File: config.mk
export PLATFORM = sky130hd
export DESIGN_NAME = pad_to_tile_grid_mapper_top
export DESIGN_NICKNAME = d
export VERILOG_FILES = /design/src/hw/rtl/ptgm_pkg.sv /design/src/hw/rtl/ptgm_div.sv /design/src/hw/rtl/pad_to_tile_grid_mapper_top.sv
export SDC_FILE = /design/constraint.sdc
export NUM_CORES = 2
export LEC_CHECK = 0
export ABC_AREA = 1
export ABC_CLOCK_PERIOD_IN_PS = 13710
export BUFFER_PORTS_ARGS = -buffer_cell sky130_fd_sc_hd__buf_4
export CAP_MARGIN = 20
export CORE_AREA = 4 4 271 299
export CTS_CLUSTER_DIAMETER = 50
export DETAILED_ROUTE_END_ITERATION = 10
export DIE_AREA = 0 0 275 303
export GPL_TIMING_DRIVEN = 0
export PLACE_DENSITY = 0.85
export SYNTH_ARGS = -nofsm -noshare
export SYNTH_HDL_FRONTEND = slang
export SYNTH_HIERARCHICAL = 1
export SYNTH_SLANG_ARGS = --single-unit
File: constraint.sdc
create_clock -name clk -period 13.71 [get_ports clk]
set_input_delay 2.742 -clock clk [delete_from_list [all_inputs] [get_ports clk]]
set_output_delay 2.742 -clock clk [all_outputs]
set_load 0.01 [all_outputs]
File: src/hw/rtl/ptgm_pkg.sv
// shared types, constants and helper functions of the pad to tile grid mapper
`default_nettype none
package ptgm_pkg;

    localparam int GRID_W  = 8;
    localparam int COORD_W = 12;
    localparam int DIV_W   = 27;
    localparam int CFG_W   = 8;
    localparam int IDX_W   = 3;

    localparam logic [IDX_W-1:0] REG_OWN_X     = 3'd0;
    localparam logic [IDX_W-1:0] REG_OWN_Y     = 3'd1;
    localparam logic [IDX_W-1:0] REG_PARTNER_X = 3'd2;
    localparam logic [IDX_W-1:0] REG_PARTNER_Y = 3'd3;
    localparam logic [IDX_W-1:0] REG_MARGIN_X  = 3'd4;
    localparam logic [IDX_W-1:0] REG_MARGIN_Y  = 3'd5;

    typedef struct packed {
        logic [1:0]         pad_quarter;
        logic [2:0]         pad_region;
        logic [COORD_W-1:0] pad_x;
        logic [COORD_W-1:0] pad_y;
    } pad_t;

    typedef struct packed {
        logic [1:0]         tile_quarter;
        logic [2:0]         tile_region;
        logic [COORD_W-1:0] tile_x;
        logic [COORD_W-1:0] tile_y;
        logic               last_tile;
        logic               truncated;
    } tile_t;

    typedef struct packed {
        logic              start;
        logic [DIV_W-1:0]  dividend;
        logic [GRID_W-1:0] divisor;
    } div_req_t;

    // region of one coordinate from its distance to the origin in grid cells
    function automatic logic [2:0] axis_region(logic [DIV_W-1:0] c, logic [GRID_W-1:0] g);
        logic [DIV_W-1:0] d;
        logic [DIV_W-1:0] g1;
        begin
            d  = c - DIV_W'(1);
            g1 = DIV_W'(g);
            if (d < g1)
                axis_region = 3'd0;
            else if (d < (g1 << 1))
                axis_region = 3'd1;
            else if (d < (g1 << 2))
                axis_region = 3'd2;
            else if (d < (g1 << 3))
                axis_region = 3'd3;
            else
                axis_region = 3'd4;
        end
    endfunction

    function automatic logic [2:0] fine_region(logic [DIV_W-1:0] x, logic [DIV_W-1:0] y,
                                               logic [GRID_W-1:0] gx, logic [GRID_W-1:0] gy);
        logic [2:0] rx;
        logic [2:0] ry;
        begin
            rx = axis_region(x, gx);
            ry = axis_region(y, gy);
            fine_region = (rx > ry) ? rx : ry;
        end
    endfunction

    // log2 of the cell scale of a region
    function automatic logic [2:0] scale_shift(logic [2:0] r);
        begin
            scale_shift = (r <= 3'd1) ? 3'd0 : r - 3'd1;
        end
    endfunction

    function automatic logic [GRID_W-1:0] nz(logic [GRID_W-1:0] g);
        begin
            nz = (g == '0) ? GRID_W'(1) : g;
        end
    endfunction

endpackage
`default_nettype wire

File: src/hw/rtl/ptgm_div.sv
// shared restoring divider, one quotient bit per cycle while busy; a start while busy is ignored
`default_nettype none
module ptgm_div (
    input  wire logic                       clk,
    input  wire logic                       rst_n,
    input  wire ptgm_pkg::div_req_t         req,
    output logic                            done,
    output logic [ptgm_pkg::DIV_W-1:0]      quotient
);

    localparam int CNT_W = $clog2(ptgm_pkg::DIV_W);

    logic                          busy_reg;
    logic                          done_reg;
    logic [CNT_W-1:0]              cnt_reg;
    logic [ptgm_pkg::GRID_W-1:0]   rem_reg;
    logic [ptgm_pkg::GRID_W-1:0]   dvs_reg;
    logic [ptgm_pkg::DIV_W-1:0]    quo_reg;
    logic [ptgm_pkg::GRID_W:0]     trial;
    logic                          qbit;
    logic [ptgm_pkg::GRID_W:0]     diff;

    always_comb
    begin
        trial = {rem_reg, quo_reg[ptgm_pkg::DIV_W-1]};
        qbit  = (trial >= {1'b0, dvs_reg});
        diff  = trial - {1'b0, dvs_reg};
    end

    always_ff @(posedge clk or negedge rst_n)
    begin
        if (!rst_n)
        begin
            busy_reg <= 1'b0;
            done_reg <= 1'b0;
            cnt_reg  <= '0;
        end
        else
        begin
            done_reg <= 1'b0;
            if (req.start && !busy_reg)
            begin
                busy_reg <= 1'b1;
                cnt_reg  <= '0;
            end
            else if (busy_reg)
            begin
                cnt_reg <= cnt_reg + CNT_W'(1);
                if (cnt_reg == CNT_W'(ptgm_pkg::DIV_W - 1))
                begin
                    busy_reg <= 1'b0;
                    done_reg <= 1'b1;
                end
            end
        end
    end

    always_ff @(posedge clk)
    begin
        if (req.start && !busy_reg)
        begin
            rem_reg <= '0;
            dvs_reg <= req.divisor;
            quo_reg <= req.dividend;
        end
        else if (busy_reg)
        begin
            rem_reg <= qbit ? diff[ptgm_pkg::GRID_W-1:0] : trial[ptgm_pkg::GRID_W-1:0];
            quo_reg <= {quo_reg[ptgm_pkg::DIV_W-2:0], qbit};
        end
    end

    assign done     = done_reg;
    assign quotient = quo_reg;

`ifndef NO_ASSERTIONS
    a_done_ends_busy: assert property (@(posedge clk) disable iff (!rst_n)
        done_reg |-> !busy_reg && $past(busy_reg))
        else $error("divider done without a running division");
    a_done_single: assert property (@(posedge clk) disable iff (!rst_n)
        done_reg |=> !done_reg)
        else $error("divider done held longer than one cycle");
    a_count_in_range: assert property (@(posedge clk) disable iff (!rst_n)
        busy_reg |-> cnt_reg <= CNT_W'(ptgm_pkg::DIV_W - 1))
        else $error("divider step count past the last quotient bit");
`endif

endmodule
`default_nettype wire

File: src/hw/rtl/pad_to_tile_grid_mapper_top.sv
// top level: configuration registers and tile scan sequencer around a shared divider
// before tile 1: 4 divisions (RX, RY, DX, DY), the bound, clamp and step states, then 2 divisions
// each further tile takes 2 divisions (TX, TY) on the divider
// a pad with an empty area drops busy after the clamp state with no tile
// one pad at a time; busy drops in the cycle the last tile strobe is shown; reset: grids 1,
// margins 0, sequencer idle
`default_nettype none
module pad_to_tile_grid_mapper_top #(
    parameter int MAX_TILES = 64
) (
    input  wire logic                           clk,
    input  wire logic                           rst_n,
    input  wire logic                           start,
    output logic                                busy,
    input  wire ptgm_pkg::pad_t                 pad,
    input  wire logic                           cfg_valid,
    output logic                                cfg_ready,
    input  wire logic [ptgm_pkg::IDX_W-1:0]     cfg_index,
    input  wire logic [ptgm_pkg::CFG_W-1:0]     cfg_data,
    output logic                                tile_valid,
    output ptgm_pkg::tile_t                     tile
);

    localparam int CW = $clog2(MAX_TILES + 1);
    localparam int DW = ptgm_pkg::DIV_W;
    localparam int GW = ptgm_pkg::GRID_W;

    typedef enum logic [2:0] {
        S_IDLE, S_ISSUE, S_WAIT, S_BOUND, S_CLAMP, S_STEP
    } state_t;

    typedef enum logic [2:0] {
        OP_RX, OP_RY, OP_DX, OP_DY, OP_TX, OP_TY
    } op_t;

    state_t state_reg;
    op_t    op_reg;

    logic [GW-1:0] own_x_reg, own_y_reg, par_x_reg, par_y_reg;
    logic [2:0]    mar_x_reg, mar_y_reg;

    ptgm_pkg::pad_t  pad_reg;
    logic [GW-1:0]   rx_reg, ry_reg, dx_reg, dy_reg;
    logic [DW-1:0]   max_x_reg, max_y_reg, min_x_reg, min_y_reg;
    logic [17:0]     span_x_reg, span_y_reg;
    logic [DW-1:0]   x_reg, y_reg;
    logic [3:0]      step_reg;
    logic [CW-1:0]   n_reg;
    logic [ptgm_pkg::COORD_W-1:0] tx_reg;
    logic            tile_valid_reg;
    ptgm_pkg::tile_t tile_reg;

    logic [GW-1:0]   ogx, ogy, pgx, pgy, fgx, fgy;
    logic [2:0]      psh;
    logic [2:0]      reg_cur;
    logic [2:0]      tsh;
    ptgm_pkg::div_req_t div_req;
    logic            div_done;
    logic [DW-1:0]   div_q;
    logic [DW-1:0]   qp1;
    logic [GW-1:0]   q8;
    logic [12:0]     ext_x, ext_y;
    logic [18:0]     shl_x, shl_y;
    logic [13:0]     rxs, rys;
    logic [3:0]      odd_x, odd_y;
    logic [DW+1:0]   dmin_x, dmin_y;
    logic [DW:0]     x_nx, y_nx;
    logic            has_x, has_y, nxt, at_max;

    always_comb
    begin
        ogx = ptgm_pkg::nz(own_x_reg);
        ogy = ptgm_pkg::nz(own_y_reg);
        pgx = ptgm_pkg::nz(par_x_reg);
        pgy = ptgm_pkg::nz(par_y_reg);
        fgx = (ogx > pgx) ? ogx : pgx;
        fgy = (ogy > pgy) ? ogy : pgy;
        psh = ptgm_pkg::scale_shift(pad_reg.pad_region);
        reg_cur = ptgm_pkg::fine_region(x_reg, y_reg, fgx, fgy);
        tsh = ptgm_pkg::scale_shift(reg_cur);
        qp1 = div_q + DW'(1);
        q8  = (div_q[GW-1:0] == '0) ? GW'(1) : div_q[GW-1:0];

        ext_x = 13'(pad_reg.pad_x) + 13'(mar_x_reg);
        ext_y = 13'(pad_reg.pad_y) + 13'(mar_y_reg);
        shl_x = 19'(ext_x) << psh;
        shl_y = 19'(ext_y) << psh;
        rxs   = 14'(rx_reg) << psh;
        rys   = 14'(ry_reg) << psh;
        odd_x = {mar_x_reg, 1'b1};
        odd_y = {mar_y_reg, 1'b1};
        dmin_x = {2'b00, max_x_reg} - (DW+2)'(span_x_reg) + (DW+2)'(1);
        dmin_y = {2'b00, max_y_reg} - (DW+2)'(span_y_reg) + (DW+2)'(1);

        x_nx  = {1'b0, x_reg} + (DW+1)'(step_reg);
        y_nx  = {1'b0, y_reg} + (DW+1)'(step_reg);
        has_x = (x_nx <= {1'b0, max_x_reg});
        has_y = (y_nx <= {1'b0, max_y_reg});
        nxt   = has_x || has_y;
        at_max = (n_reg == CW'(MAX_TILES - 1));

        div_req.start = (state_reg == S_ISSUE);
        unique case (op_reg)
            OP_RX:
            begin
                div_req.dividend = DW'(ogx);
                div_req.divisor  = pgx;
            end
            OP_RY:
            begin
                div_req.dividend = DW'(ogy);
                div_req.divisor  = pgy;
            end
            OP_DX:
            begin
                div_req.dividend = DW'(fgx);
                div_req.divisor  = ogx;
            end
            OP_DY:
            begin
                div_req.dividend = DW'(fgy);
                div_req.divisor  = ogy;
            end
            OP_TX:
            begin
                div_req.dividend = (x_reg - DW'(1)) >> tsh;
                div_req.divisor  = dx_reg;
            end
            OP_TY:
            begin
                div_req.dividend = (y_reg - DW'(1)) >> tsh;
                div_req.divisor  = dy_reg;
            end
            default:
            begin
                div_req.dividend = '0;
                div_req.divisor  = GW'(1);
            end
        endcase
    end

    ptgm_div u_div (
        .clk      (clk),
        .rst_n    (rst_n),
        .req      (div_req),
        .done     (div_done),
        .quotient (div_q)
    );

    // configuration registers
    always_ff @(posedge clk or negedge rst_n)
    begin
        if (!rst_n)
        begin
            own_x_reg <= GW'(1);
            own_y_reg <= GW'(1);
            par_x_reg <= GW'(1);
            par_y_reg <= GW'(1);
            mar_x_reg <= '0;
            mar_y_reg <= '0;
        end
        else if (cfg_valid)
        begin
            unique case (cfg_index)
                ptgm_pkg::REG_OWN_X:     own_x_reg <= cfg_data;
                ptgm_pkg::REG_OWN_Y:     own_y_reg <= cfg_data;
                ptgm_pkg::REG_PARTNER_X: par_x_reg <= cfg_data;
                ptgm_pkg::REG_PARTNER_Y: par_y_reg <= cfg_data;
                ptgm_pkg::REG_MARGIN_X:  mar_x_reg <= cfg_data[2:0];
                ptgm_pkg::REG_MARGIN_Y:  mar_y_reg <= cfg_data[2:0];
                default:                 ;
            endcase
        end
    end

    // sequencer
    always_ff @(posedge clk or negedge rst_n)
    begin
        if (!rst_n)
        begin
            state_reg      <= S_IDLE;
            op_reg         <= OP_RX;
            tile_valid_reg <= 1'b0;
        end
        else
        begin
            tile_valid_reg <= 1'b0;
            unique case (state_reg)
                S_IDLE:
                begin
                    if (start)
                    begin
                        op_reg    <= OP_RX;
                        state_reg <= S_ISSUE;
                    end
                end
                S_ISSUE:
                begin
                    state_reg <= S_WAIT;
                end
                S_WAIT:
                begin
                    if (div_done)
                    begin
                        unique case (op_reg)
                            OP_RX:
                            begin
                                op_reg    <= OP_RY;
                                state_reg <= S_ISSUE;
                            end
                            OP_RY:
                            begin
                                op_reg    <= OP_DX;
                                state_reg <= S_ISSUE;
                            end
                            OP_DX:
                            begin
                                op_reg    <= OP_DY;
                                state_reg <= S_ISSUE;
                            end
                            OP_DY:
                            begin
                                state_reg <= S_BOUND;
                            end
                            OP_TX:
                            begin
                                op_reg    <= OP_TY;
                                state_reg <= S_ISSUE;
                            end
                            OP_TY:
                            begin
                                tile_valid_reg <= 1'b1;
                                op_reg         <= OP_TX;
                                state_reg      <= (!nxt || at_max) ? S_IDLE : S_ISSUE;
                            end
                            default:
                            begin
                                state_reg <= S_IDLE;
                            end
                        endcase
                    end
                end
                S_BOUND:
                begin
                    state_reg <= S_CLAMP;
                end
                S_CLAMP:
                begin
                    state_reg <= (max_x_reg == '0 || max_y_reg == '0) ? S_IDLE : S_STEP;
                end
                S_STEP:
                begin
                    op_reg    <= OP_TX;
                    state_reg <= S_ISSUE;
                end
                default:
                begin
                    state_reg <= S_IDLE;
                end
            endcase
        end
    end

    // datapath registers
    always_ff @(posedge clk)
    begin
        if (state_reg == S_IDLE && start)
            pad_reg <= pad;
        if (state_reg == S_WAIT && div_done)
        begin
            unique case (op_reg)
                OP_RX: rx_reg <= q8;
                OP_RY: ry_reg <= q8;
                OP_DX: dx_reg <= div_q[GW-1:0];
                OP_DY: dy_reg <= div_q[GW-1:0];
                OP_TX: tx_reg <= qp1[ptgm_pkg::COORD_W-1:0];
                OP_TY:
                begin
                    tile_reg.tile_quarter <= pad_reg.pad_quarter;
                    tile_reg.tile_region  <= reg_cur;
                    tile_reg.tile_x       <= tx_reg;
                    tile_reg.tile_y       <= qp1[ptgm_pkg::COORD_W-1:0];
                    tile_reg.last_tile    <= !nxt || at_max;
                    tile_reg.truncated    <= nxt && at_max;
                    n_reg <= n_reg + CW'(1);
                    if (has_y)
                        y_reg <= y_nx[DW-1:0];
                    else
                    begin
                        x_reg <= x_nx[DW-1:0];
                        y_reg <= min_y_reg;
                    end
                end
                default: ;
            endcase
        end
        if (state_reg == S_BOUND)
        begin
            max_x_reg  <= DW'(shl_x * rx_reg);
            max_y_reg  <= DW'(shl_y * ry_reg);
            span_x_reg <= 18'(rxs * odd_x);
            span_y_reg <= 18'(rys * odd_y);
        end
        if (state_reg == S_CLAMP)
        begin
            min_x_reg <= (dmin_x[DW+1] || dmin_x == '0) ? DW'(1) : dmin_x[DW-1:0];
            min_y_reg <= (dmin_y[DW+1] || dmin_y == '0) ? DW'(1) : dmin_y[DW-1:0];
        end
        if (state_reg == S_STEP)
        begin
            x_reg    <= min_x_reg;
            y_reg    <= min_y_reg;
            n_reg    <= '0;
            step_reg <= 4'd1 << ptgm_pkg::scale_shift(
                            ptgm_pkg::fine_region(min_x_reg, min_y_reg, fgx, fgy));
        end
    end

    assign busy       = (state_reg != S_IDLE);
    assign cfg_ready  = 1'b1;
    assign tile_valid = tile_valid_reg;
    assign tile       = tile_reg;

`ifndef NO_ASSERTIONS
    a_tile_while_busy: assert property (@(posedge clk) disable iff (!rst_n)
        tile_valid |-> $past(busy))
        else $error("tile strobe outside a pad");
    a_trunc_is_last: assert property (@(posedge clk) disable iff (!rst_n)
        tile_valid && tile.truncated |-> tile.last_tile)
        else $error("truncated flag on a tile that is not last");
    a_last_ends_pad: assert property (@(posedge clk) disable iff (!rst_n)
        tile_valid && tile.last_tile |-> !busy)
        else $error("sequencer still busy after last tile");
    a_start_goes_busy: assert property (@(posedge clk) disable iff (!rst_n)
        start && !busy |=> busy)
        else $error("accepted pad did not start the sequencer");
`endif

endmodule
`default_nettype wire

==> results.txt <==
crit start category = register
ratio of total power to cell area = 96.31 mW/mm^2
tightest slew margin relative to the limit = 19.61%
final non-filler cell total = 7366
area growth from synthesis to layout = 8.756%
final worst path period share = 57.76%
first-pass GRT wire length = 210200 microns
net switching power of the design = 1.756 mW
boundary pin count = 78
required time of the worst setup path = 14080 ps
Setup Viol. Count Final = 0
total internal power = 2.937 mW
hold-fix buffer count after cts = 0
max incr delay on CP = 930 ps
count of placed standard cells including taps = 7268
detailed-router iteration count before antenna repair = 8
count of buffers inserted at the top-level ports = 76
clock buffer count from CTS = 50
Filler Cell Count = 6889
Arr. time, crit path = 8290 ps
Starting DRT DRC Count = 3888
clock insertion delay at the later pin of the skew report = 640 ps
number of enable-type register cells in the synthesized netlist = 341
final slew viol count = 0
count of buffers added by post-CTS timing repair for setup = 0
run status = finished clean
top library cells by usage in the layout, fill and taps aside = 1627 x nand2_1, 1041 x inv_1, 689 x nor2_1, 383 x ha_1, 380 x nand3_1
endpoint of the worst register-to-register path = max_x_reg[25]$_DFFE_PN_
number of synthesized register bits = 408
height of the die = 303 microns
total number of placement rows = 107
total design power = 4.694 mW
deepest clock path buffer count = 3
per-instance average area after synthesis = 7.299 sq um
sequential area share after synthesis = 26.43%
most common cell after layout, fill and taps aside = nand2_1
post-DR wirelength/cell = 18.26 microns
combinational power share = 38.9%
global-route usage over all layers = 31.81%
CTS clock-pin slew for the worst setup and hold paths = 60 ps
share of final-layout standard cells stronger than drive strength 1 = 4.835%
post-cts resize count = 0
number of distinct library cells after synthesis = 73
unrepaired setup endpoints after global routing = false
endpoint kind of the worst setup timing path = register
CTS sink cnt = 408
cell at the root of the clock tree = clkbuf_16
Antenna Violating Nets Remaining = 0
maximum number of pins on one net before global-route repair = 75
setup slack on the worst flop-to-flop path = 5790 ps
DRC = 0
CTS H-Tree Depth = 2
Warnings, synthesis = 6
Clock power frac = 29.8%
remaining global-route overflow = 0
clock tree from TritonCTS = done
effective utilization at floorplan = 57.71%
Worst Skew = 46.43 ps
top achievable clock speed = 0.1263 GHz
CP dominant cell by count = nand2_1
CP max stage cell = o21ai_0
Die Outline Area = 0.08333 sq mm
number of cells on the worst hold path = 0
depth of the worst register-to-register path = 34
MaxCap Viol Count = 0
Via density = 5.692
kind of critical path = reg -> reg
synthesized cell area = 0.04481 sq mm
net count of the finished layout = 6973
most used flip-flop cell after synthesis = edfxtp_1
final instance area = 0.04874 sq mm
Die X-Extent = 275 microns
switching share of total power = 37.42%
start of the worst register-to-register path = pad_reg[26]$_DFFE_PP_
actual slew at the worst max-slew pin = 1201 ps
routability congestion estimate from global placement = 1.027
total length of routed wires = 134500 microns
minimum clock period after layout = 7919 ps
top fanout value on the critical path = 10
max reg flops = 31
post-synth net total = 6826
Max rail drop VDD = 0.1154 mV
class of the tightest hold or removal check = reg -> reg
capture endpoint of the worst hold path = tile[16]$_DFFE_PP_
DPL Wire Length = 110200 microns
instance area after placement = 0.04691 sq mm
final number of hold-violating endpoints = 0
leakage component of the power = 24.13 nW
vias = 41927
part of the total power dissipated in sequential elements = 31.3%
Fin Setup TNS = 0 ps
startpoint of the most critical hold path = tx_reg[2]$_DFFE_PP_
gate count after technology mapping = 6140
antenna violations before repair = 3
via count of the first global-routing pass = 41066
FFs w/ async S/R, synth = 12.75%
standard cell core area = 0.07765 sq mm
metrics by stage:
stage          worst slack, ps  hold WS, ps  util (%)
2_1_floorplan             7243        400.3         -
3_3_place_gp              3938        401.6     60.12
3_5_place_dp              6054        405.4     60.42
4_1_cts                   6041        418.4     62.71
5_1_grt                   5216        427.9     62.76
6_report                  5791        415.1     62.77
worst max-delay path: cells and delay by family (launching register included):
family,cells,cell delay [ps]
XOR/XNOR,1,150
adder cells (fa/ha/maj),5,2370
AO/OA/AOI/OAI,5,1760
AND/OR/NAND/NOR,16,1630
flip-flops,1,410
buffers and inverters,7,1360
final cells by class:
| type | count | area, sq um | share of cell area, % |
|---|---|---|---|
| buffer | 144 | 634.4 | 1.302 |
| antenna | 2 | 5.005 | 0.01027 |
| inverter | 1057 | 3973 | 8.151 |
| clock inverter | 39 | 501.7 | 1.029 |
| tap | 1035 | 1295 | 2.657 |
| clock buffer | 55 | 1280 | 2.626 |
| timing repair buffer | 95 | 800.8 | 1.643 |
| sequential | 408 | 11850 | 24.31 |
| multi-input combinational | 4531 | 28400 | 58.28 |
layer usage:
| layer | global-route usage, % | up-vias | wire length, microns |
|---|---|---|---|
| met3 | 4.904 | 510 | 10010 |
| met1 | 37.69 | 19525 | 51060 |
| met4 | 18.03 | 0 | 9401 |
| met5 | 0 | - | 0 |
| met2 | 55.22 | 1957 | 64020 |
| li1 | - | 19935 | - |
synth_stat cells, drive strengths merged, types with 4 or more instances:
cell type | instances | area, sq um
clkbuf | 118 | 447.9
a32o | 4 | 40.04
o21bai | 22 | 165.2
a21oi | 195 | 979.7
o21ai | 297 | 1498
dfstp | 4 | 105.1
a211oi | 10 | 75.07
edfxtp | 341 | 10240
o21a | 4 | 30.03
ha | 383 | 4792
nand3 | 387 | 1972
o211ai | 12 | 95.09
nand3b | 21 | 157.7
inv | 1047 | 3933
a21o | 9 | 67.56
a22oi | 4 | 30.03
fa | 259 | 5185
xor2 | 209 | 1853
nor4 | 26 | 177.7
mux2i | 6 | 60.06
nand4 | 109 | 681.9
xnor2 | 44 | 385.4
dfxtp | 15 | 300.3
or2 | 19 | 121.4
nor3 | 77 | 429.2
clkinv | 10 | 37.54
a221oi | 6 | 52.55
o22ai | 21 | 131.4
a31oi | 17 | 106.4
nor2 | 717 | 2776
dfrtp | 48 | 1201
nand2 | 1646 | 6275
buf | 26 | 186.4
kinds of logic (layout without fill, tap and decap cells):
logic type | after synthesis | in the layout | synth area share, %
other | 1 | 3 | 0.008368
adder cells (fa/ha/maj) | 642 | 642 | 22.26
buffers and inverters | 1201 | 1390 | 10.27
flip-flops | 408 | 408 | 26.43
XOR/XNOR | 253 | 253 | 4.995
AND/OR/NAND/NOR | 3012 | 3012 | 28.28
AO/OA/AOI/OAI | 617 | 617 | 7.614
multiplexers | 6 | 6 | 0.1340
worst max-delay path by stage:
stage	startpoint	endpoint	slack (ps)	depth (start not counted)
2_1_floorplan	pad_reg[25]$_DFFE_PP_	max_y_reg[25]$_DFFE_PN_	7240	33
3_3_place_gp	state_reg[1]$_DFFE_PN0P_	state_reg[0]$_DFFE_PN0P_	3940	5
3_5_place_dp	pad_reg[25]$_DFFE_PP_	max_x_reg[25]$_DFFE_PN_	6050	35
4_1_cts	pad_reg[25]$_DFFE_PP_	max_x_reg[25]$_DFFE_PN_	6040	35
5_1_grt	pad_reg[25]$_DFFE_PP_	max_x_reg[25]$_DFFE_PN_	5220	35
6_report	pad_reg[26]$_DFFE_PP_	max_x_reg[25]$_DFFE_PN_	5790	34
power by group through the flow:
stage	Combinational (mW)	Clock, mW	Sequential [mW]
2_1_floorplan	1.33	0	1.48
3_3_place_gp	1.69	0	1.49
3_5_place_dp	1.78	0	1.49
4_1_cts	1.80	1.41	1.47
5_1_grt	2.07	1.46	1.47
6_report	1.82	1.40	1.47
Power figures use the tool's default switching activity.
